<file path="src/rtl/cpr_pkg.sv">
// Shared types, codes and constants of the clock page replacer.
package cpr_pkg;

    localparam int NUM_FRAMES_DEFAULT = 64;

    localparam int OP_W    = 2;
    localparam int FRAME_W = 6;
    localparam int COUNT_W = 7;

    localparam logic [OP_W-1:0] OP_VICTIM = 2'd0;
    localparam logic [OP_W-1:0] OP_PIN    = 2'd1;
    localparam logic [OP_W-1:0] OP_UNPIN  = 2'd2;

    typedef enum logic [2:0] {
        ST_CLEAR,
        ST_IDLE,
        ST_UPDATE,
        ST_SWEEP,
        ST_FINISH
    } state_t;

    typedef struct packed {
        logic present;
        logic referenced;
    } entry_t;

    typedef struct packed {
        logic clear_step;
        logic latch;
        logic update;
        logic sweep;
        logic load_out;
    } cmd_t;

    typedef struct packed {
        logic clear_last;
        logic count_zero;
        logic frame_ok;
        logic evict;
        logic out_free;
    } status_t;

endpackage

</file>
<file path="src/rtl/cpr_if.sv">
// Valid/ready channel interfaces for request and result words.
interface cpr_in_if;
    logic                        valid;
    logic                        ready;
    logic [cpr_pkg::OP_W-1:0]    op;
    logic [cpr_pkg::FRAME_W-1:0] frame;

    modport source (output valid, output op, output frame, input ready);
    modport sink   (input valid, input op, input frame, output ready);
endinterface

interface cpr_out_if;
    logic                        valid;
    logic                        ready;
    logic                        found;
    logic [cpr_pkg::FRAME_W-1:0] victim_frame;
    logic [cpr_pkg::COUNT_W-1:0] evictable_count;

    modport source (output valid, output found, output victim_frame,
                    output evictable_count, input ready);
    modport sink   (input valid, input found, input victim_frame,
                    input evictable_count, output ready);
endinterface

</file>
<file path="src/rtl/cpr_ctrl.sv">
// Controller state machine of the clock page replacer.
module cpr_ctrl (
    input  logic              clk,
    input  logic              rst_n,
    input  logic              in_valid,
    input  logic [cpr_pkg::OP_W-1:0] in_op,
    input  cpr_pkg::status_t  status,
    output logic              in_ready,
    output cpr_pkg::cmd_t     cmd
);

    cpr_pkg::state_t state_reg;
    cpr_pkg::state_t state_next;

    always_ff @(posedge clk or negedge rst_n)
    begin
        if (!rst_n)
        begin
            state_reg <= cpr_pkg::ST_CLEAR;
        end
        else
        begin
            state_reg <= state_next;
        end
    end

    always_comb
    begin
        state_next = state_reg;
        cmd        = '0;
        in_ready   = 1'b0;
        unique case (state_reg)
            cpr_pkg::ST_CLEAR:
            begin
                cmd.clear_step = 1'b1;
                if (status.clear_last)
                begin
                    state_next = cpr_pkg::ST_IDLE;
                end
            end
            cpr_pkg::ST_IDLE:
            begin
                in_ready = 1'b1;
                if (in_valid)
                begin
                    cmd.latch = 1'b1;
                    priority if (in_op == cpr_pkg::OP_VICTIM)
                    begin
                        state_next = status.count_zero ? cpr_pkg::ST_FINISH
                                                       : cpr_pkg::ST_SWEEP;
                    end
                    else if ((in_op == cpr_pkg::OP_PIN || in_op == cpr_pkg::OP_UNPIN)
                             && status.frame_ok)
                    begin
                        state_next = cpr_pkg::ST_UPDATE;
                    end
                    else
                    begin
                        state_next = cpr_pkg::ST_FINISH;
                    end
                end
            end
            cpr_pkg::ST_UPDATE:
            begin
                cmd.update = 1'b1;
                state_next = cpr_pkg::ST_FINISH;
            end
            cpr_pkg::ST_SWEEP:
            begin
                cmd.sweep = 1'b1;
                if (status.evict)
                begin
                    state_next = cpr_pkg::ST_FINISH;
                end
            end
            cpr_pkg::ST_FINISH:
            begin
                if (status.out_free)
                begin
                    cmd.load_out = 1'b1;
                    state_next   = cpr_pkg::ST_IDLE;
                end
            end
            default:
            begin
                state_next = cpr_pkg::ST_CLEAR;
            end
        endcase
    end

endmodule

</file>
<file path="src/rtl/cpr_dpath.sv">
// Datapath of the clock page replacer: frame bit memory, hand, count and result register.
module cpr_dpath #(
    parameter int NUM_FRAMES = cpr_pkg::NUM_FRAMES_DEFAULT
) (
    input  logic                        clk,
    input  logic                        rst_n,
    input  cpr_pkg::cmd_t               cmd,
    input  logic [cpr_pkg::OP_W-1:0]    in_op,
    input  logic [cpr_pkg::FRAME_W-1:0] in_frame,
    input  logic                        out_ready,
    output cpr_pkg::status_t            status,
    output logic                        out_valid,
    output logic                        out_found,
    output logic [cpr_pkg::FRAME_W-1:0] out_victim_frame,
    output logic [cpr_pkg::COUNT_W-1:0] out_evictable_count
);

    localparam int AW  = (NUM_FRAMES > 1) ? $clog2(NUM_FRAMES) : 1;
    localparam int CW  = $clog2(NUM_FRAMES + 1);
    localparam int XW  = (AW > cpr_pkg::FRAME_W) ? AW : cpr_pkg::FRAME_W;
    localparam int XCW = (CW > cpr_pkg::COUNT_W) ? CW : cpr_pkg::COUNT_W;
    localparam logic [AW-1:0] LAST_ADDR = AW'(NUM_FRAMES - 1);

    cpr_pkg::entry_t mem [NUM_FRAMES];

    logic [AW-1:0]           clr_cnt_reg;
    logic [AW-1:0]           hand_reg;
    logic [CW-1:0]           count_reg;
    logic [cpr_pkg::OP_W-1:0] op_reg;
    logic [AW-1:0]           addr_reg;
    cpr_pkg::entry_t         rdata_reg;
    logic                    found_reg;
    logic [AW-1:0]           chosen_reg;
    logic                    out_valid_reg;
    logic                    out_found_reg;
    logic [cpr_pkg::FRAME_W-1:0] out_frame_reg;
    logic [cpr_pkg::COUNT_W-1:0] out_count_reg;

    logic [AW-1:0]           clr_cnt_next;
    logic [AW-1:0]           hand_next;
    logic [CW-1:0]           count_next;
    logic [AW-1:0]           addr_next;
    logic                    found_next;
    logic [AW-1:0]           chosen_next;
    logic                    out_valid_next;

    logic [XW-1:0]           frame_x;
    logic [AW-1:0]           frame_addr;
    logic [AW-1:0]           sweep_next_addr;
    logic                    rd_en;
    logic [AW-1:0]           rd_addr;
    logic                    wr_en;
    logic [AW-1:0]           wr_addr;
    cpr_pkg::entry_t         wr_data;
    logic                    evict;
    logic [XW-1:0]           chosen_x;
    logic [XCW-1:0]          count_x;

    assign frame_x         = XW'(in_frame);
    assign frame_addr      = frame_x[AW-1:0];
    assign sweep_next_addr = (addr_reg == LAST_ADDR) ? '0 : addr_reg + AW'(1);
    assign evict           = rdata_reg.present & ~rdata_reg.referenced;
    assign chosen_x        = XW'(chosen_reg);
    assign count_x         = XCW'(count_reg);

    assign status.clear_last = (clr_cnt_reg == LAST_ADDR);
    assign status.count_zero = (count_reg == '0);
    assign status.frame_ok   = (32'(in_frame) < 32'(NUM_FRAMES));
    assign status.evict      = evict;
    assign status.out_free   = ~out_valid_reg | out_ready;

    always_comb
    begin
        clr_cnt_next   = clr_cnt_reg;
        hand_next      = hand_reg;
        count_next     = count_reg;
        addr_next      = addr_reg;
        found_next     = found_reg;
        chosen_next    = chosen_reg;
        rd_en          = 1'b0;
        rd_addr        = addr_reg;
        wr_en          = 1'b0;
        wr_addr        = addr_reg;
        wr_data        = '0;

        if (cmd.clear_step)
        begin
            wr_en        = 1'b1;
            wr_addr      = clr_cnt_reg;
            clr_cnt_next = clr_cnt_reg + AW'(1);
        end

        if (cmd.latch)
        begin
            rd_en       = 1'b1;
            rd_addr     = (in_op == cpr_pkg::OP_VICTIM) ? hand_reg : frame_addr;
            addr_next   = rd_addr;
            found_next  = 1'b0;
            chosen_next = '0;
        end

        if (cmd.update)
        begin
            if (op_reg == cpr_pkg::OP_PIN && rdata_reg.present)
            begin
                wr_en      = 1'b1;
                wr_data    = '0;
                count_next = count_reg - CW'(1);
            end
            else if (op_reg == cpr_pkg::OP_UNPIN && !rdata_reg.present)
            begin
                wr_en      = 1'b1;
                wr_data    = '{present: 1'b1, referenced: 1'b1};
                count_next = count_reg + CW'(1);
            end
        end

        if (cmd.sweep)
        begin
            if (evict)
            begin
                wr_en       = 1'b1;
                wr_data     = '0;
                count_next  = count_reg - CW'(1);
                hand_next   = addr_reg;
                found_next  = 1'b1;
                chosen_next = addr_reg;
            end
            else
            begin
                wr_en     = rdata_reg.present;
                wr_data   = '{present: 1'b1, referenced: 1'b0};
                rd_en     = 1'b1;
                rd_addr   = sweep_next_addr;
                addr_next = sweep_next_addr;
            end
        end

        if (cmd.load_out)
        begin
            out_valid_next = 1'b1;
        end
        else
        begin
            out_valid_next = out_valid_reg & ~out_ready;
        end
    end

    always_ff @(posedge clk)
    begin
        if (wr_en)
        begin
            mem[wr_addr] <= wr_data;
        end
        if (rd_en)
        begin
            rdata_reg <= mem[rd_addr];
        end
    end

    always_ff @(posedge clk or negedge rst_n)
    begin
        if (!rst_n)
        begin
            clr_cnt_reg   <= '0;
            hand_reg      <= '0;
            count_reg     <= '0;
            out_valid_reg <= 1'b0;
        end
        else
        begin
            clr_cnt_reg   <= clr_cnt_next;
            hand_reg      <= hand_next;
            count_reg     <= count_next;
            out_valid_reg <= out_valid_next;
        end
    end

    always_ff @(posedge clk)
    begin
        if (cmd.latch)
        begin
            op_reg <= in_op;
        end
        addr_reg   <= addr_next;
        found_reg  <= found_next;
        chosen_reg <= chosen_next;
        if (cmd.load_out)
        begin
            out_found_reg <= found_reg;
            out_frame_reg <= chosen_x[cpr_pkg::FRAME_W-1:0];
            out_count_reg <= count_x[cpr_pkg::COUNT_W-1:0];
        end
    end

    assign out_valid           = out_valid_reg;
    assign out_found           = out_found_reg;
    assign out_victim_frame    = out_frame_reg;
    assign out_evictable_count = out_count_reg;

    a_count_bound: assert property (@(posedge clk) disable iff (!rst_n)
        32'(count_reg) <= 32'(NUM_FRAMES))
        else $error("present count exceeds frame count");

    a_hand_bound: assert property (@(posedge clk) disable iff (!rst_n)
        32'(hand_reg) < 32'(NUM_FRAMES))
        else $error("clock hand out of range");

    a_evict_nonempty: assert property (@(posedge clk) disable iff (!rst_n)
        (cmd.sweep && evict) |-> (count_reg != '0))
        else $error("eviction with an empty replacer");

    a_evict_hand: assert property (@(posedge clk) disable iff (!rst_n)
        (cmd.sweep && evict) |=> (found_reg && hand_reg == chosen_reg))
        else $error("hand does not rest on the evicted frame");

endmodule

</file>
<file path="src/rtl/clock_page_replacer_top.sv">
// Top level of the clock page replacer.
//
// The request channel carries one word per operation: op selects victim, pin or
// unpin, and frame names the frame for pin and unpin. The result channel returns
// exactly one word per request with found, victim_frame and evictable_count.
// Requests are taken one at a time. Unused codes, out-of-range frames and a victim
// request on an empty replacer go straight to the finish state, and pin or unpin
// of a valid frame passes through the update state first. Otherwise the victim
// sweep visits one frame per cycle through the memory read port, from 1 up to
// 2 * NUM_FRAMES frames, until it finds a present, unreferenced frame. The next
// request is taken the cycle after a result is loaded, even while that result
// still waits for the receiver.
// After reset the block clears the frame bit memory one frame at a time
// and holds ready low meanwhile. When the receiver stalls, a finished result
// stays in the output register and the next result waits until it is taken.
module clock_page_replacer_top #(
    parameter int NUM_FRAMES = cpr_pkg::NUM_FRAMES_DEFAULT
) (
    input  logic       clk,
    input  logic       rst_n,
    cpr_in_if.sink     in_ch,
    cpr_out_if.source  out_ch
);

    cpr_pkg::cmd_t    cmd;
    cpr_pkg::status_t status;

    cpr_ctrl u_ctrl (
        .clk      (clk),
        .rst_n    (rst_n),
        .in_valid (in_ch.valid),
        .in_op    (in_ch.op),
        .status   (status),
        .in_ready (in_ch.ready),
        .cmd      (cmd)
    );

    cpr_dpath #(
        .NUM_FRAMES (NUM_FRAMES)
    ) u_dpath (
        .clk                 (clk),
        .rst_n               (rst_n),
        .cmd                 (cmd),
        .in_op               (in_ch.op),
        .in_frame            (in_ch.frame),
        .out_ready           (out_ch.ready),
        .status              (status),
        .out_valid           (out_ch.valid),
        .out_found           (out_ch.found),
        .out_victim_frame    (out_ch.victim_frame),
        .out_evictable_count (out_ch.evictable_count)
    );

endmodule

</file>
<file path="src/flat_wrapper.sv">
// flat-port wrapper written by rule: the top's interface ports become plain ports
module clock_page_replacer_top_flat 
#(
    parameter int NUM_FRAMES = cpr_pkg::NUM_FRAMES_DEFAULT
)
  (clk, rst_n, in_ch_valid, in_ch_op, in_ch_frame, in_ch_ready, out_ch_valid, out_ch_found, out_ch_victim_frame, out_ch_evictable_count, out_ch_ready);
  cpr_in_if in_ch_i ();
  cpr_out_if out_ch_i ();
  input  logic clk;
  input  logic rst_n;
  input wire logic [$bits(in_ch_i.valid)-1:0] in_ch_valid;
  input wire logic [$bits(in_ch_i.op)-1:0] in_ch_op;
  input wire logic [$bits(in_ch_i.frame)-1:0] in_ch_frame;
  output wire logic [$bits(in_ch_i.ready)-1:0] in_ch_ready;
  output wire logic [$bits(out_ch_i.valid)-1:0] out_ch_valid;
  output wire logic [$bits(out_ch_i.found)-1:0] out_ch_found;
  output wire logic [$bits(out_ch_i.victim_frame)-1:0] out_ch_victim_frame;
  output wire logic [$bits(out_ch_i.evictable_count)-1:0] out_ch_evictable_count;
  input wire logic [$bits(out_ch_i.ready)-1:0] out_ch_ready;
  assign in_ch_i.valid = in_ch_valid;
  assign in_ch_i.op = in_ch_op;
  assign in_ch_i.frame = in_ch_frame;
  assign in_ch_ready = in_ch_i.ready;
  assign out_ch_valid = out_ch_i.valid;
  assign out_ch_found = out_ch_i.found;
  assign out_ch_victim_frame = out_ch_i.victim_frame;
  assign out_ch_evictable_count = out_ch_i.evictable_count;
  assign out_ch_i.ready = out_ch_ready;
  clock_page_replacer_top #(.NUM_FRAMES(NUM_FRAMES)) u_core (.clk(clk), .rst_n(rst_n), .in_ch(in_ch_i), .out_ch(out_ch_i));
endmodule
</file>
<file path="config.mk">
export PLATFORM = sky130hd
export DESIGN_NAME = clock_page_replacer_top_flat
export DESIGN_NICKNAME = d
export VERILOG_FILES = /design/src/rtl/cpr_pkg.sv /design/src/rtl/cpr_if.sv /design/src/rtl/cpr_ctrl.sv /design/src/rtl/cpr_dpath.sv /design/src/rtl/clock_page_replacer_top.sv /design/src/flat_wrapper.sv
export SDC_FILE = /design/constraint.sdc
export NUM_CORES = 1
export LEC_CHECK = 0
export ABC_AREA = 1
export BUFFER_PORTS_ARGS = -buffer_cell sky130_fd_sc_hd__buf_4
export CAP_MARGIN = 25
export CORE_UTILIZATION = 27
export DETAILED_ROUTE_END_ITERATION = 8
export GPL_TIMING_DRIVEN = 1
export MAX_ROUTING_LAYER = met4
export PLACE_DENSITY = 0.39
export SLEW_MARGIN = 20
export SYNTH_ARGS = -nofsm -noshare
export SYNTH_HDL_FRONTEND = slang
export SYNTH_SLANG_ARGS = --single-unit
</file>
<file path="constraint.sdc">
create_clock -name clk -period 6.3 [get_ports clk]
set_clock_uncertainty 0.05 [all_clocks]
set_input_delay 0.945 -clock clk [delete_from_list [all_inputs] [get_ports clk]]
set_output_delay 0.945 -clock clk [all_outputs]
set_load 0.005 [all_outputs]
</file>
# ---- Word level (Yosys, flattened, before mapping)
# Memories as Yosys holds them, arrays and structs flattened. A register that Yosys moved wholly into a read port is not among the register bits.
# Index checks and enable logic that the tools add are counted.
dict set report totals {
  register_bits 52
  mem_bits_rw 128
  output_inout_bits 16
  wordCells 96
  memories 1
}
dict set report classes {
  addsub 4
  eq_ne 14
  muxes 50
  bitwise_logic 6
  n_reduce_logical 9
}
# memory depth width read_ports rd_clocked_by_memory_dff write_ports line
set mem_list {}
lappend mem_list {u_core.u_dpath.mem 64 2 1 1 1 cpr_dpath.sv:24} ;# cpr_pkg::entry_t mem [NUM_FRAMES];
# op n
set ops {}
lappend ops {{6-bit 2-to-1 mux} 9}
lappend ops {{7-bit 2-to-1 mux} 5}
lappend ops {{1-bit 2-to-1 mux} 23}
lappend ops {{3-bit 2-to-1 mux} 7}
lappend ops {{3-bit one-hot mux with 5 select lines} 1}
lappend ops {{6-bit by 1-bit adder with 6-bit output, second input constant} 2}
lappend ops {{6-bit equality test, second input constant} 2}
lappend ops {{2-bit 2-to-1 mux} 5}
lappend ops {{7-bit by 1-bit adder with 7-bit output, second input constant} 1}
lappend ops {{7-bit zero test} 1}
lappend ops {{7-bit by 1-bit subtractor with 7-bit output, second input constant} 1}
lappend ops {{3-bit by 2-bit equality test with 1-bit output, second input constant} 2}
lappend ops {{2-bit by 1-bit equality test with 1-bit output, second input constant} 2}
lappend ops {{2-bit equality test, second input constant} 2}
lappend ops {{2-bit by 1-bit inequality test with 1-bit output, second input constant} 2}
lappend ops {{2-bit inequality test, second input constant} 2}
lappend ops {{4-bit AND reduction} 1}
lappend ops {{3-bit by 1-bit equality test with 1-bit output, second input constant} 1}
lappend ops {{3-bit equality test, second input constant} 1}
lappend ops {{3-bit zero test} 1}
lappend ops {{1-bit NOT} 3}
lappend ops {{1-bit bitwise AND} 2}
lappend ops {{1-bit logical AND} 2}
lappend ops {{2-bit zero test} 1}
lappend ops {{other kinds (4)} 4}

# ---- Longest topological paths before layout
dict set report depth {
  word_depth 9
  ltp_mapped 18
}

# ---- Cells and area by module
# Synthesis repeated with hierarchy kept, for this count alone.
dict set report hier_totals {
  cells_unflattened 918
  hier_area_um2 8769.7
}
# module n_inst cells_each area_each_um2 seq_area_each_um2
set modules_own_cells {}
lappend modules_own_cells {cpr_dpath 1 874 8503.2 5144.9}
lappend modules_own_cells {cpr_ctrl 1 44 266.5 75.1}

# ---- Worst setup path after synthesis
# No wires, ideal clock.
dict set report synth_timing {
  kind {reg-to-reg}
  from {register u_core.u_ctrl.state_reg[0]}
  to {memory u_core.u_dpath.mem[0][1] (netlist name), data pin}
  t_arrival_ns 3.444
  setup_slack_ns 2.450
  path_stages_with_launch 6
  n_path_buf 0
  period_less_slack_ns 3.850
  cell_sequence {dfrtp_1 > nor3_2 > inv_2 > nor2_1 > inv_1 > nand2_1}
}
# element line
set synth_rtl {}
lappend synth_rtl {{start, declared} cpr_ctrl.sv:12} ;# cpr_pkg::state_t state_reg;
lappend synth_rtl {{start signal, assigned} cpr_ctrl.sv:19} ;# state_reg <= cpr_pkg::ST_CLEAR;
lappend synth_rtl {{start signal, assigned} cpr_ctrl.sv:23} ;# state_reg <= state_next;
lappend synth_rtl {{end, declared} cpr_dpath.sv:24}

# ---- Worst setup path in the final report
dict set report layout_timing {
  from {register u_core.u_ctrl.state_reg[0]}
  to {memory u_core.u_dpath.mem[45][0] (netlist name) (enable)}
}
dict set report layout_via {
  elab_chain_cells 9
}
# element line
set layout_rtl {}
lappend layout_rtl {{3-bit zero test} cpr_ctrl.sv:32} ;# unique case (state_reg)
lappend layout_rtl {{1-bit 2-to-1 mux} cpr_ctrl.sv:32}
lappend layout_rtl {{1-bit 2-to-1 mux} cpr_dpath.sv:86} ;# if (cmd.clear_step)
lappend layout_rtl {{1-bit 2-to-1 mux} cpr_dpath.sv:110} ;# else if (op_reg == cpr_pkg::OP_UNPIN && !rdata_reg.present)
lappend layout_rtl {{1-bit 2-to-1 mux} cpr_dpath.sv:104} ;# if (op_reg == cpr_pkg::OP_PIN && rdata_reg.present)
lappend layout_rtl {{1-bit 2-to-1 mux} cpr_dpath.sv:102} ;# if (cmd.update)
lappend layout_rtl {{1-bit 2-to-1 mux} cpr_dpath.sv:118} ;# if (cmd.sweep)
lappend layout_rtl {{1-bit 2-to-1 mux} cpr_dpath.sv:151} ;# if (wr_en)
lappend layout_rtl {{1-bit 2-to-1 mux (not written as such)} cpr_dpath.sv:153} ;# mem[wr_addr] <= wr_data;
# Parallel ways exist; a longest one is shown, timed or not.

==> run_results.csv <==
group,metric,value,unit
setup_path,critPathMaxStageDelay,600,ps
synth,syn-instance-count,958,
sta,drv_slew,0,
place,dp_cells,1371,
sta,fin_hold_ws,364,ps
setup_path,worst-r2r-cell-count,9,
power,combPwrFrac,46.4,%
synth,synth_mux_area_share,0,%
sta,fin_setup_tns,0,ps
synth,synthSimpleGateAreaFrac,23.6,%
status,status,"finished clean",
place,globalplace.congestion,0.779,
sta,slew_headroom,47.9,%
synth,postSynthNetCount,976,
synth,synth-edff-count,146,
sta,fmax,0.284,GHz
power,intPower,2.75,mW
synth,ys_seq_elements,182,
routing,vias,6303,
clock_tree,cts_tree,"done",
sta,tightestPinTransition,782,ps
grt,grt_max_degree,67,
clock_tree,path_clk_slew,80,ps
floorplan,die-area,32800,sq um
setup_path,crit_family,"simple AND/OR/NAND/NOR gates",
synth,synth_area,8660,sq um
sta,hold_viol,0,
min_path,hp-class,"input port to async pin",
place,portBuffers,27,
synth,synth.distinct_cells,38,
power,clockPowerShare,20.7,%
clock_tree,cts_sinks,182,
synth,synth_compound_area_share,4.64,%
setup_path,start_kind,"register",
clock_tree,cts_max_level,4,
setup_path,required,6370,ps
setup_path,r2r_slack,2780,ps
setup_path,r2r-end,"u_core.u_dpath.mem[45][0]$_DFFE_PP_",
job,max-cap-violations,0,
clock_tree,holdBufCountCts,0,
routing,wl,23.3,mm
power,sw_frac_of_total,46.6,%
setup_path,cp.buffers_inverters,3,
synth,yosys-top-cells-count,"211 x nand2_1, 182 x inv_1, 150 x nand3_1, 146 x edfxtp_1, 98 x nor2_1",
synth,async_flop_share,12.6,%
synth,yosys.area_share.adder,0.867,%
synth,yosysSeqAreaShare,60.3,%
grt,grt_pass1_vias,6204,
clock_tree,cts_setup_buffers,0,
power,p_leak,4.26,nW
floorplan,core_area,31600,sq um
synth,yosys.cell_count.top_type,"nand2_1",
sta,rsz0062_at_grt,"false",
sta,setup_violations,0,
sta,period_share,55.8,%
synth,avgSynthCellArea,9.04,sq um
setup_path,crit_chain,"nor3_2 > inv_2 > nor2_4 > buf_4 > nor2_1 > o211ai_1 > buf_4 > nand4_1 > nor2_1",
setup_path,end_kind,"register",
grt,track_usage,15.3,%
final_layout,area_delta_synth_final,14.7,%
power,fin_total_pwr,5.14,mW
final_layout,drive_above_1_share,8.98,%
final_layout,insertedDiodeCount,0,
synth,yosysTopAreaCell,"edfxtp_1",
clock_tree,cts_buffers,17,
final_layout,fin_cells,1404,
clock_tree,cts_buffer_depth,2,
final_layout,fillers,3344,
clock_tree,clk_latency,440,ps
floorplan,rows,65,
power,pwr-share-seq,32.9,%
setup_path,critPathArrivalTime,3580,ps
sta,fin_crit,3520,ps
floorplan,initial_utilization,27.4,%
grt,antenna_found_initial,1,
clock_tree,post_cts_resized,0,
place,dp_hpwl,15.3,mm
setup_path,reg2reg_from,"u_core.u_ctrl.state_reg[0]$_DFFE_PN0P_",
place,placed_cell_area,9330,sq um
grt,grt_first_pass_wirelength,36.3,mm
floorplan,die_w,181,um
synth,synthFlopType,"edfxtp_1",
power,p_sw,2.39,mW
synth,yosys.area.top_type_share,50.7,%
routing,drcViolationCount,0,
power,p_per_area,518,nW/um^2
routing,vias_per_cell,4.49,
floorplan,die_h,181,um
final_layout,fin_nets,1007,
floorplan,io_pins,28,
power,irDropWorstVdd,0.263,mV
synth,synth_top_family_by_area,"simple AND/OR/NAND/NOR gates",
setup_path,critPathSlowestCell,"buf_4",
routing,wl_per_cell,16.6,um
routing,ant_nets,0,
setup_path,crit_type,"register to register",
setup_path,critPathMaxFanout,66,
synth,synth_area_leaders,"edfxtp_1 51%, nand2_1 9.2%, nand3_1 8.7%",
synth,synth_warnings,0,
synth,synth-xor-area-share,0.708,%
final_layout,finalInstanceArea,9930,sq um
clock_tree,root_buffer,"clkbuf_16",
final_layout,largest_reg_flops,128,
routing,drt_iter0_drc,387,
grt,grt_overflow_total,0,
routing,drt_first_pass_iters,5,
placed cells by master (no fill, tap or decap), types with 3 or more instances in the layout:
cell type	n
a21oi_1	9
buf_4	38
clkbuf_16	17
clkinv_1	3
dfrtp_1	23
dfxtp_1	13
edfxtp_1	146
ha_1	6
inv_1	182
inv_2	5
inv_8	7
nand2_1	210
nand2_2	3
nand3_1	150
nand4_1	4
nor2_1	97
nor2_2	4
nor3_1	5
o211ai_1	6
o21ai_0	32
o21ai_1	5
o31ai_1	3
xnor2_1	4
xor2_1	3
worst reg2reg max path: stages, from the launching register on:
cell and delay, ps:
dfrtp_1 460, nor3_2 480, inv_2 130, nor2_4 90
buf_4 600, nor2_1 180, o211ai_1 130, buf_4 220
nand4_1 490, nor2_1 380
power by group through the flow:
stage          Clock, mW  Combinational [mW]  Sequential (mW)
2_1_floorplan          0                1.58             1.68
3_3_place_gp           0                2.38             1.72
3_5_place_dp           0                2.38             1.72
4_1_cts             1.10                2.40             1.69
5_1_grt             1.15                2.67             1.72
6_report            1.07                2.38             1.69
worst max path at each step:
stage	from	endpoint	depth (start not counted)
6_report	u_core.u_ctrl.state_reg[0]$_DFFE_PN0P_	u_core.u_dpath.mem[45][0]$_DFFE_PP_	9
5_1_grt	u_core.u_ctrl.state_reg[1]$_DFFE_PN0P_	u_core.u_dpath.mem[45][0]$_DFFE_PP_	10
4_1_cts	in_ch_op[0]	u_core.u_dpath.rdata_reg[0]$_DFFE_PP_	17
3_5_place_dp	in_ch_op[0]	u_core.u_dpath.rdata_reg[0]$_DFFE_PP_	17
3_3_place_gp	in_ch_op[0]	u_core.u_dpath.rdata_reg[1]$_DFFE_PP_	17
2_1_floorplan	u_core.u_ctrl.state_reg[0]$_DFFE_PN0P_	u_core.u_dpath.mem[0][1]$_DFFE_PP_	5
final cells by class:
type	count	area (sq um)	share of cell area, %
Sequential cell	182	5220	52.6
Multi-Input combinational cell	559	2590	26.1
Inverter	189	709	7.14
Tap cell	402	503	5.07
Clock buffer	17	425	4.28
Timing Repair Buffer	40	325	3.28
Clock inverter	15	158	1.59
cells by family after synthesis:
family,count (synthesis)
AOI/OAI and AO/OA,67
adders and majority gates,6
buffers and inverters,217
DFF,182
xor gates and xnor gates,7
and+or+nand+nor,479
routing by layer:
metal / up-vias / global-route usage [%] / part of all wire [%]
li1: 3165 / - / -
met5: - / - / 0
met4: 0 / 3.90 / 0.93
met1: 3059 / 20.1 / 50
met2: 69 / 24.4 / 47
met3: 10 / 2.58 / 2.1
metrics by stage:
step           setup WS, ps  utilization, %
2_1_floorplan          2450               -
3_3_place_gp           2120            29.5
3_5_place_dp           2020            29.6
4_1_cts                2490            31.4
5_1_grt                2450            31.5
6_report               2780            31.5
Power figures use the tool's default switching activity.
